### src/rtl/core/ssm_pkg.sv
// Shared types and constants of the sorted set membership block.
package ssm_pkg;

	localparam int CAPACITY_DEF = 256;

	// Request type codes as they arrive on the request channel.
	localparam logic [1:0] REQ_LOAD  = 2'd0;
	localparam logic [1:0] REQ_QUERY = 2'd1;
	localparam logic [1:0] REQ_CLEAR = 2'd2;

	// Operation an item performs while it travels down the chain of cells.
	typedef enum logic [1:0] {
		OP_PASS  = 2'd0,
		OP_LOAD  = 2'd1,
		OP_QUERY = 2'd2
	} op_t;

	typedef struct packed {
		logic [1:0]         req_type;
		logic signed [31:0] value;
	} req_t;

	typedef struct packed {
		logic found;
		logic dropped;
	} rsp_t;

	// Item as it moves from one cell to the next.
	typedef struct packed {
		logic               vld;
		op_t                op;
		logic signed [31:0] value;
		logic               found;
		logic               dropped;
	} cell_item_t;

endpackage

### src/rtl/core/ssm_cell.sv
// One cell of the insertion chain: holds a single element and one item stage.
module ssm_cell #(
	parameter int Idx  = 0,
	parameter int CntW = 9
) (
	input  logic                clk,
	input  logic                arst_n,
	input  logic                adv,
	input  ssm_pkg::cell_item_t item_in,
	input  logic [CntW-1:0]     cnt_in,
	output ssm_pkg::cell_item_t item_out,
	output logic [CntW-1:0]     cnt_out
);

	logic signed [31:0]  val_q;
	logic                vld_s1;
	ssm_pkg::cell_item_t item_s1;
	logic [CntW-1:0]     cnt_s1;
	ssm_pkg::cell_item_t nxt;
	logic                occupied;
	logic                store_we;

	// The item carries the element count seen at entry, so occupancy needs no valid bit.
	assign occupied = cnt_in > CntW'(Idx);

	always_comb begin
		nxt      = item_in;
		store_we = 1'b0;
		if (item_in.vld) begin
			case (item_in.op)
				ssm_pkg::OP_LOAD: begin
					if (!occupied && (cnt_in == CntW'(Idx))) begin
						// First free cell: the value settles here.
						store_we = 1'b1;
						nxt.op   = ssm_pkg::OP_PASS;
					end else if (occupied && (item_in.value < val_q)) begin
						// Keep the smaller value and push the held one to the right.
						store_we  = 1'b1;
						nxt.value = val_q;
					end
				end
				ssm_pkg::OP_QUERY: begin
					if (occupied && (val_q == item_in.value)) begin
						nxt.found = 1'b1;
					end
				end
				default: begin
				end
			endcase
		end
	end

	always_ff @(posedge clk) begin
		if (adv && store_we) begin
			val_q <= item_in.value;
		end
	end

	always_ff @(posedge clk or negedge arst_n) begin
		if (!arst_n) begin
			vld_s1 <= 1'b0;
		end else if (adv) begin
			vld_s1 <= nxt.vld;
		end
	end

	always_ff @(posedge clk) begin
		if (adv) begin
			item_s1 <= nxt;
			cnt_s1  <= cnt_in;
		end
	end

	always_comb begin
		item_out     = item_s1;
		item_out.vld = vld_s1;
	end

	assign cnt_out = cnt_s1;

endmodule

### config.mk
export PLATFORM = sky130hd
export DESIGN_NAME = ssm_cell
export DESIGN_NICKNAME = d
export VERILOG_FILES = /design/src/rtl/core/ssm_pkg.sv /design/src/rtl/core/ssm_cell.sv
export SDC_FILE = /design/constraint.sdc
export NUM_CORES = 1
export LEC_CHECK = 0
export BUFFER_PORTS_ARGS = -buffer_cell sky130_fd_sc_hd__buf_2
export CAP_MARGIN = 10
export CORE_UTILIZATION = 36
export DETAILED_ROUTE_END_ITERATION = 12
export PLACE_DENSITY = 0.68
export RECOVER_POWER = 50
export SLEW_MARGIN = 0
export SYNTH_ARGS = -nofsm -noshare
export SYNTH_HDL_FRONTEND = slang
export SYNTH_SLANG_ARGS = --single-unit
### constraint.sdc
create_clock -name clk -period 5.8 [get_ports clk]
set_clock_uncertainty 0.1 [all_clocks]
set_input_delay 0.58 -clock clk [delete_from_list [all_inputs] [get_ports clk]]
set_output_delay 0.58 -clock clk [all_outputs]
set_load 0.05 [all_outputs]
# Word level (Yosys, flattened, before mapping)
# Index checks and enable logic that the tools add are counted.
# op_classes
n_eq_ne,3
order_cmp,2
mux,11
reduce_logical,6
# ops
op,count
32-bit two-way mux,2
35-bit two-way mux,1
34-bit two-way mux,1
32-bit equality test,1
32-bit less-than comparator,1
9-bit by 1-bit > comparator with 1-bit output (second input constant),1
9-bit logical NOT,1
1-bit two-way mux,6
1-bit logical AND,4
2-bit by 1-bit equality test with 1-bit output (second input constant),1
2-bit equality test (second input constant),1
2-bit two-way mux,1
1-bit logical NOT,1
# word_totals
register_bits,78
inputBits,49
word_cells,29
output_inout_bits,46

# Longest topological paths before layout
# logic_depth
depth_word,7
ltp_mapped,10
depth_no_buf,9

# Worst setup path after synthesis
# No wires, ideal clock.
# synth_timing
kind,input -> register
start,input item_in[33] (netlist name)
end,register val_q[0] (enable)
arrival_time_ns,3.663
n_path_buf,0
setup_slack_ns,1.605
setup_ns,0.432
stages,8
path_cell_list,ha_1 and4_1 nand2_1 or4b_1 a31o_1 o31ai_2 inv_1 a21oi_1
# synth_between
elab_chain_len,7
# synth_lines
item,line,text
from (decl),ssm_cell.sv:9,"input ssm_pkg::cell_item_t item_in,"
32-bit less-than comparator,ssm_cell.sv:36,end else if (occupied && (item_in.value < val_q)) begin
1-bit logical AND,ssm_cell.sv:36,
1-bit two-way mux,ssm_cell.sv:36,
1-bit two-way mux,ssm_cell.sv:32,if (!occupied && (cnt_in == CntW'(Idx))) begin
1-bit two-way mux,ssm_cell.sv:30,case (item_in.op)
1-bit two-way mux,ssm_cell.sv:29,if (item_in.vld) begin
1-bit logical AND,ssm_cell.sv:54,if (adv && store_we) begin
to (signal assigned),ssm_cell.sv:55,val_q <= item_in.value;
to (decl),ssm_cell.sv:15,logic signed [31:0] val_q;
# Every way passes these cells.
# A chain may end at the register's enable or synchronous reset.

# Worst setup path in the final report
# layout_timing
start,input adv
end,register val_q[7] (enable)
# layout_between
elab_chain_len,1
# layout_lines
item,line,text
from (decl),ssm_cell.sv:8,"input logic adv,"
1-bit logical AND,ssm_cell.sv:54,
# Every way passes these cells.

==> impl_metrics.csv <==
group,metric,value,unit
synth,synth_edf_count,77,
sta,hold_ws,0.312,ns
synth,yosysWarnings,0,
drt,drt-total-wl,7.43,mm
floorplan,core,0.00995,mm^2
setup_path,setup.worst_path.end_class,"flip-flop",
sta,slew_headroom,-70.1,%
place,gp_congestion,0.730,
worst_hold_path,min_path_cells,1,
clock_tree,clk-insertion-delay-late,0.34,ns
layout,n_fill_cell,912,
place,placedInstanceArea,0.00438,mm^2
setup_path,rr_startpoint,"val_q[31]",
layout,final_nets,425,
power,p_seq_share,55.7,%
drt,via_count,2265,
synth,synth-compound-area-share,5.21,%
setup_path,critical_path_class,"primary input to flip-flop",
global_route,grt_pass1_vias,2460,
setup_path,critPathSlowestCell,"clkbuf_1",
clock_tree,clock_path_buffers,2,
synth,synth_xor_area_share,0,%
synth,synth_area_leaders,"edfxtp_1 61%, mux2_4 12%, ha_1 11%",
layout,num_antenna_cells,0,
synth,syn_inst,242,
worst_hold_path,worstHoldStart,"item_in[0]",
synth,yosys_most_used_dff,"edfxtp_1",
sta,rsz0062_at_grt,"false",
setup_path,regToRegEndpoint,"val_q[7]",
drt,drtIter0Drc,75,
clock_tree,cts_tree,"yes",
synth,async_flop_share,1.28,%
sta,setup_violations,0,
synth,ys_seq_elements,78,
synth,synth_common_cells,"77 x edfxtp_1, 34 x inv_1, 32 x ha_1, 30 x mux2_4, 13 x a21oi_1",
floorplan,die_w,104,um
sta,fin_crit,3.90,ns
floorplan,die_h,104,um
synth,synth_nets,323,
drt,ant_nets,0,
clock_tree,cts_resized,0,
power,intPower,0.000854,W
power,pwr_density_cell,262,mW/mm^2
sta,slew_violations,48,
clock_tree,cts_max_level,3,
floorplan,num_io_pins,95,
drt,vias_per_cell,4.71,
clock_tree,cts_buffers,9,
synth,synth.most_common_cell,"edfxtp_1",
clock_tree,clk_pin_slew_worst_paths,0.08,ns
sta,hold_viol,0,
synth,ys_types,33,
layout,stdcell_area,0.00448,mm^2
synth,synth.avg_cell_area,15.6,um^2
setup_path,cp_max_fo,47,
global_route,track_usage,14.1,%
setup_path,crit_path_max_incr_delay,1.81,ns
setup_path,rr_worst_depth,9,
floorplan,initial_core_util,37.9,%
worst_hold_path,min_to,"item_out[0]",
status,violations,"max-capacitance violations, max-slew violations",
synth,synth_top_area_cell,"edfxtp_1",
job,cap_violations,1,
sta,tightestPinTransition,2.55,ns
worst_hold_path,hp-class,"primary input to flip-flop",
setup_path,crit_required,5.65,ns
global_route,grt_pass1_wl,11.7,mm
clock_tree,cts_num_sinks,78,
synth,synth_fa_ha_area_share,10.6,%
sta,period_share,67.2,%
setup_path,start_kind,"primary input",
drt,drc,0,
layout,final_layout_size_suffix_gt1_share,27.6,%
power,vdd_drop_max,0.0000953,V
place,io_buffers,94,
synth,synth_top_area_share,61.4,%
power,swShare,27.3,%
sta,setup_tns,0,ns
power,clkPwrFrac,29.0,%
synth,synthSimpleGateAreaFrac,4.71,%
setup_path,crit_chain,"buf_2 > clkbuf_1 > nand2_1 > a21oi_4",
clock_tree,post_cts_buffers,0,
drt,first_pass_iters,4,
synth,synth_mux_area_share,12.8,%
power,leakage,1.91,nW
setup_path,reg2reg_slack,2.33,ns
floorplan,rows,36,
power,power_switching,0.000321,W
setup_path,cp.arrival,3.75,ns
drt,avgRoutedWirePerCell,15.5,um
global_route,gr-total-overflow,0,
synth,syn_area,0.00377,mm^2
global_route,grt_max_degree,48,
layout,area_delta_synth_final,19.0,%
place,dp_hpwl,5.41,mm
status,status,"finished, violations left",
power,pwr-share-comb,15.3,%
synth,synth_top_family_by_area,"multiplexers",
sta,fmax,256,MHz
synth,ys_seq_area_share,62.0,%
clock_tree,cts-root-buf,"clkbuf_8",
global_route,antenna_found_initial,0,
floorplan,dieArea,0.0109,mm^2
power,finalPower,0.00117,W
==> layout make-up <==
cell class | instances | area, um^2 | share of cell area (%)
Multi-Input combinational cell | 125 | 1270 | 28.3
Inverter | 34 | 128 | 2.85
Sequential cell | 78 | 2340 | 52.1
Clock buffer | 11 | 131 | 2.93
Clock inverter | 4 | 25.0 | 0.558
Tap cell | 133 | 166 | 3.71
Timing Repair Buffer | 96 | 425 | 9.49
==> timing repair <==
action                     CTS  global route
setup endpoints to repair    0             0
hold buffers                 1             0
hold endpoints to repair     1             0
==> critical path: cells and delay by family <==
family	cells	cell delay, ns
buffers and inverters	2	1.89
AOI/OAI and AO/OA	1	0.94
and+or+nand+nor	1	0.32
==> per-stage QoR <==
| step | cells | setup slack [ns] | util (%) |
|---|---|---|---|
| 2_1_floorplan | 242 | 1.61 | - |
| 3_3_place_gp | 465 | 2.02 | 44.0 |
| 3_5_place_dp | 465 | 1.97 | 44.0 |
| 4_1_cts | 481 | 2.27 | 45.7 |
| 5_1_grt | 481 | 1.47 | 45.0 |
| 6_report | 481 | 1.90 | 45.0 |
==> placed cells by master (no fill, tap or decap), types with 7 or more instances in the layout <==
cell type and count:
a21oi_1 12, clkbuf_1 50, edfxtp_1 77, nand2_1 8, mux2_4 30, buf_2 47
clkbuf_8 9, ha_1 32, nand3_1 7, inv_1 34
==> power by group through the flow <==
stage          sequential [W]  clock [W]  combinational [W]
2_1_floorplan        0.000739          0          0.0000522
3_3_place_gp         0.000665          0           0.000182
4_1_cts              0.000654   0.000352           0.000186
5_1_grt              0.000657   0.000373           0.000191
6_report             0.000654   0.000341           0.000179
3_5_place_dp         0.000666          0           0.000185
==> kinds of logic (layout without fill, tap and decap cells) <==
| family | after synthesis | after routing |
|---|---|---|
| AO/OA/AOI/OAI | 29 | 29 |
| buffers and inverters | 39 | 145 |
| multiplexers | 33 | 33 |
| adder cells (fa/ha/maj) | 32 | 32 |
| flip-flops | 78 | 78 |
| AND/OR/NAND/NOR | 31 | 31 |
==> worst max-delay path by stage <==
stage | from | end | slack, ns | cells past startpoint
after floorplan | item_in[33] | val_q[0] | 1.61 | 8
after global placement | item_in[33] | val_q[14] | 2.02 | 9
after detailed placement | item_in[33] | val_q[24] | 1.97 | 9
after CTS | val_q[31] | val_q[14] | 2.27 | 9
after global routing | adv | val_q[7] | 1.47 | 4
final | adv | val_q[7] | 1.90 | 4
==> state kept, by name, summed over array words and instances (netlist names) <==
signal and count:
cnt_out 9, val_q 32, vld_s1 1, item_out 36
==> per-layer routing <==
metal	up-vias	global-route usage [%]	share of wire [%]
li1	1109	-	-
met1	1095	16.2	44
met2	56	24.6	50
met3	5	4.39	5.0
met4	0	4.90	0.79
met5	-	0	0
(Power assumes the default switching activity.)
